[config.mk]
export PLATFORM = sky130hd
export DESIGN_NAME = tssd_root
export DESIGN_NICKNAME = d
export VERILOG_FILES = /design/src/hdl/tssd_pkg.sv /design/src/hdl/tssd_root.sv
export SDC_FILE = /design/constraint.sdc
export NUM_CORES = 1
export LEC_CHECK = 0
export BUFFER_PORTS_ARGS = -buffer_cell sky130_fd_sc_hd__clkbuf_2
export CORE_MARGIN = 8
export CORE_UTILIZATION = 60
export DETAILED_ROUTE_END_ITERATION = 10
export MAX_ROUTING_LAYER = met4
export PLACE_DENSITY = 0.83
export SYNTH_ARGS = -nofsm -noshare
export SYNTH_HDL_FRONTEND = slang
export SYNTH_SLANG_ARGS = --single-unit
[constraint.sdc]
create_clock -name clock -period 10 [get_ports clock]
set_clock_uncertainty 0.1 [all_clocks]
set_input_delay 1.5 -clock clock [delete_from_list [all_inputs] [get_ports clock]]
set_output_delay 1.5 -clock clock [all_outputs]
set_load 0.01 [all_outputs]
[src/hdl/tssd_pkg.sv]
// ----------------------------------------------------------------------------
// tssd_pkg
// shared widths, request and response types for the triangle side unit
// ----------------------------------------------------------------------------
package tssd_pkg;

   // coordinate and fixed point set-up
   localparam int COORD_BITS = 16;
   localparam int FRAC_BITS  = 8;

   // fixed field widths of the request and response
   localparam int FIELD_BITS = 16;
   localparam int SIDE_BITS  = 25;

   // derived arithmetic widths
   localparam int SQ_BITS   = 2 * COORD_BITS;
   localparam int SUM_BITS  = SQ_BITS + 2;
   localparam int RAD_BITS  = SUM_BITS + 2 * FRAC_BITS;
   localparam int ROOT_BITS = RAD_BITS / 2;
   localparam int REM_BITS  = ROOT_BITS + 2;

   // root digits resolved per pipeline stage
   localparam int ROOT_STEPS  = 2;
   localparam int ROOT_STAGES = (ROOT_BITS + ROOT_STEPS - 1) / ROOT_STEPS;

   typedef enum logic [1:0] {
      PAIR_12 = 2'd0,
      PAIR_23 = 2'd1,
      PAIR_31 = 2'd2
   } pair_type;

   typedef struct packed {
      logic signed [FIELD_BITS-1:0] p1_x;
      logic signed [FIELD_BITS-1:0] p1_y;
      logic signed [FIELD_BITS-1:0] p1_z;
      logic signed [FIELD_BITS-1:0] p2_x;
      logic signed [FIELD_BITS-1:0] p2_y;
      logic signed [FIELD_BITS-1:0] p2_z;
      logic signed [FIELD_BITS-1:0] p3_x;
      logic signed [FIELD_BITS-1:0] p3_y;
      logic signed [FIELD_BITS-1:0] p3_z;
   } req_type;

   typedef struct packed {
      logic [SIDE_BITS-1:0] side_12;
      logic [SIDE_BITS-1:0] side_23;
      logic [SIDE_BITS-1:0] side_31;
      logic [SIDE_BITS-1:0] shortest_side;
      pair_type             shortest_pair;
   } rsp_type;

endpackage

[src/hdl/tssd_root.sv]
// ----------------------------------------------------------------------------
// tssd_root
// pipelined fixed point square root, up to two result bits per stage
// ----------------------------------------------------------------------------
module tssd_root
   import tssd_pkg::*;
(
   input  logic                 clock,
   input  logic                 en,
   input  logic [SUM_BITS-1:0]  sum,
   output logic [ROOT_BITS-1:0] root
);

   typedef struct packed {
      logic [RAD_BITS-1:0]  rad;
      logic [REM_BITS-1:0]  rem;
      logic [ROOT_BITS-1:0] root;
   } root_state_type;

   // one restoring step: bring down two radicand bits, try 4r+1
   function automatic root_state_type root_step(root_state_type st);
      root_state_type      nx;
      logic [REM_BITS-1:0] part;
      logic [REM_BITS-1:0] trial;
      part   = {st.rem[REM_BITS-3:0], st.rad[RAD_BITS-1 -: 2]};
      trial  = {st.root, 2'b01};
      nx.rad = {st.rad[RAD_BITS-3:0], 2'b00};
      if (part >= trial) begin
         nx.rem  = part - trial;
         nx.root = {st.root[ROOT_BITS-2:0], 1'b1};
      end else begin
         nx.rem  = part;
         nx.root = {st.root[ROOT_BITS-2:0], 1'b0};
      end
      return nx;
   endfunction

   // steps of one stage, the last stage may run short
   function automatic root_state_type root_stage(root_state_type st, int first);
      root_state_type cur;
      cur = st;
      for (int j = 0; j < ROOT_STEPS; j++) begin
         if (first + j < ROOT_BITS) begin
            cur = root_step(cur);
         end
      end
      return cur;
   endfunction

   root_state_type start;
   root_state_type stage_prev [ROOT_STAGES];
   root_state_type stage_in   [ROOT_STAGES];
   root_state_type stage_ff   [ROOT_STAGES];

   always_comb begin
      start.rad  = RAD_BITS'(sum) << (2 * FRAC_BITS);
      start.rem  = '0;
      start.root = '0;
   end

   for (genvar s = 0; s < ROOT_STAGES; s++) begin : g_stage
      if (s == 0) begin : g_first
         assign stage_prev[s] = start;
      end else begin : g_next
         assign stage_prev[s] = stage_ff[s-1];
      end
      assign stage_in[s] = root_stage(stage_prev[s], s * ROOT_STEPS);
   end

   always_ff @(posedge clock) begin
      if (en) begin
         stage_ff <= stage_in;
      end
   end

   assign root = stage_ff[ROOT_STAGES-1].root;

endmodule

==> impl_metrics.toml <==
[run_status]
result_of_the_run = "completed"

[route]
routed-via-count = 31709
final_antenna_net_count = 0
detail_route.wirelength_um = 96400
wl_per_cell_um = 19.0
drt-vias-per-instance = 6.24
starting_drt_drc_count = 2807
drtPass1Iterations = 5
drc_errors_left = 0

[global_route]
grt.met3_usage = 0.0282
first_global_vias = 30063
global_route.overflow_total = 0
grt.busiest_layer = "met2"
gr-usage-met1 = 0.322
maximum_number_of_pins_on_one_net_before_global_route_repair = 185
grt_use_total = 0.247
antenna_found_initial = 0
global_route_wire_length_before_repair_um = 155000
groute.layer.met2.usage = 0.404

[yosys]
postSynthCellCount = 4103
synth_enable_flop_cells = 589
synth_sequential_area_ratio = 0.427
synth_area_um2 = 41400
synth_area_per_cell_um2 = 10.1
async_flop_share = 0
postSynthRegisterBits = 589
synth_top_flop_cell = "edfxtp_1"
synth-warning-count = 0
post_synth_num_cell_types = 105

[cts]
cts_buffers = 71
clk_path_buf_depth = 3
clock_sinks = 589
insertion_delay_ns = 0.61
cts_max_level = 3
cts.clk_slew.worst_paths_ns = 0.06
post_cts_hold_buffer_count = 0
tritoncts = "built"
cts_repair_resize_count = 0
cts_root_buffer = "clkbuf_16"
cts.repair_timing.setup_buffer_count = 0

[floorplanning]
num_rows = 96
floorplan.initialDensity = 0.605
die_height_um = 279
num_io_pins = 61
full_die_area_um2 = 77700
core_area_um2 = 68500
die_width_um = 279

[sta]
layout_worst_path_cycle_share = 0.721
final_hold_violation_count = 0
min_period_ns = 7.21
fmax_mhz = 139
grt_setup_unrepaired = "no"
setup-violations-final = 0
tns_ns = 0
final-max-slew-violation-count = 0
timing_worst_slew_pin_value_ns = 1.14
slew_headroom = 0.241

[min_path]
hold_path_class = "flop to flop"
hold_path_end = "stage_ff[708]"
min-delay-start = "stage_ff[806]"
hold_path_depth = 0

[placed_design]
post-place-cells = 4950
count_of_input_and_output_buffers = 60
finalWeightedCongestion = 0.956
dp_hpwl_um = 71000

[critical_path]
critPathSlowestCell = "nand4b_1"
reg2reg_from = "stage_ff[229]"
r2r_slack_ns = 2.79
cell_breakdown_of_the_critical_path = "ha_1 -> a21o_1 -> a21oi_1 -> o21a_1 -> o21ai_0 -> a21boi_0 -> o21ai_0 -> a21oi_1 -> buf_4 -> inv_1 -> mux2_2 -> ha_1 -> a21oi_1 -> nor2b_1 -> o21ai_0 -> a21oi_1 -> o31ai_1 -> a211oi_1 -> o21a_1 -> o21ai_0 -> nand4b_1 -> buf_4 -> mux2_2"
endpoint_of_the_worst_register_to_register_path = "stage_ff[138]"
worst_path_largest_cell_delay_ns = 0.62
critical_path_buf_inv_count = 3
worstPathRequired_ns = 10.26
arrival_time_at_the_worst_endpoint_ns = 7.46
setup.worst_path.class = "flop to flop"
critical_path.endpoint_type = "flop"
timing.critical_path.fanout_max = 22
startpoint_type = "flop"
path_delay_family = "compound AO/OA/AOI/OAI gates"
timing.reg2reg.worst_path_depth = 23

[power]
reported_net_switching_power_uw = 4250
p_leak_uw = 0.0178
power_per_cell_area_nw_per_um2 = 257
power.sequential.fraction = 0.331
power.ir.vdd_worst_v = 0.000167
sw_share = 0.369
power.total_uw = 11500
combPwrFrac = 0.442
clock_power_share = 0.227
internal-power_uw = 7270

[final_layout]
finish.net_count = 4511
antenna_cells = 0
finalNonFillerCells = 5079
layout_cell_share_with_drive_strength_beyond_1 = 0.0920
syn_to_final_growth_pct = 8.13

[run]
cap_violations = 0
per-layer routing:
metal / up-vias / part of all wire
met5: - / 0
met2: 1068 / 0.48
met4: 0 / 0.026
met1: 15063 / 0.44
met3: 196 / 0.062
li1: 15382 / -
power by group through the flow:
| stage | registers, µW | logic, µW | clock network [µW] |
|---|---|---|---|
| detailed placement | 3840 | 4960 | 0 |
| finish | 3810 | 5090 | 2620 |
| global placement | 3830 | 4840 | 0 |
| floorplan | 3650 | 4020 | 0 |
| CTS | 3790 | 5030 | 2660 |
| global route | 3850 | 5640 | 2750 |
layout by cell type, fill, tap and decap left out, types with 66 or more instances in the layout:
| cell | instances |
|---|---|
| xnor2_1 | 247 |
| ha_1 | 330 |
| clkbuf_16 | 73 |
| a21oi_1 | 300 |
| nand3_1 | 95 |
| a21o_1 | 114 |
| edfxtp_1 | 589 |
| nor3_1 | 126 |
| nor2_1 | 293 |
| nand2_1 | 254 |
| inv_1 | 275 |
| mux2_2 | 107 |
| nand4_1 | 66 |
| xor2_1 | 124 |
| o21ai_0 | 205 |
layout make-up:
cell class,instances,area [µm²]
Fill cell,5292,23700
Multi-Input combinational cell,3117,22100
Sequential cell,589,17700
Clock buffer,83,1860
Tap cell,882,1100
Inverter,280,1050
Clock inverter,46,489
Timing Repair Buffer,82,488
cells in the mapped netlist, drive strengths merged (60+ instances only):
cell type    n  area share
a21oi      303       0.037
inv        278       0.025
edfxtp     589        0.43
nand3       96       0.012
xor2       124       0.026
nor3       129       0.016
a21o       114       0.021
ha         330        0.10
clkbuf      70      0.0063
xnor2      248       0.053
nand4       66       0.010
nor2       299       0.027
mux2       112       0.031
nand2      256       0.023
o21ai      210       0.025
o21a        60       0.011
cells by family (layout without fill, tap and decap cells):
| logic type | count (synthesis) | after routing | share of synthesized area |
|---|---|---|---|
| compound gates | 1034 | 1034 | 0.162 |
| mux | 127 | 127 | 0.0343 |
| other cells | 1 | 3 | 0.0000905 |
| buf+inv | 399 | 491 | 0.0397 |
| simple gates | 1247 | 1247 | 0.156 |
| flops | 589 | 589 | 0.427 |
| fa+ha+maj | 334 | 334 | 0.102 |
| xor+xnor | 372 | 372 | 0.0788 |
stage by stage:
step / setup WS (ns) / util / hold slack (ns) / instance area, µm²
after global placement: 3.04 / 0.620 / 0.300 / 42400
after detailed placement: 2.89 / 0.620 / 0.305 / 42400
after floorplan: 3.83 / - / 0.300 / 41400
final: 2.79 / 0.654 / 0.307 / 44800
after CTS: 2.85 / 0.654 / 0.311 / 44800
after global routing: 2.16 / 0.654 / 0.321 / 44800
state kept, by name, summed over array words and instances, names as in the netlist:
signal,cells
root,25
stage_ff,564
how the worst max path moves through the flow:
stage | depth (start not counted) | end | slack [ns] | startpoint
6_report | 23 | stage_ff[138] | 2.79 | stage_ff[229]
2_1_floorplan | 22 | stage_ff[444] | 3.83 | stage_ff[543]
3_5_place_dp | 23 | stage_ff[134] | 2.89 | stage_ff[229]
4_1_cts | 23 | stage_ff[134] | 2.85 | stage_ff[229]
3_3_place_gp | 23 | stage_ff[138] | 3.04 | stage_ff[229]
5_1_grt | 23 | stage_ff[138] | 2.16 | stage_ff[229]
(Power assumes the default switching activity.)
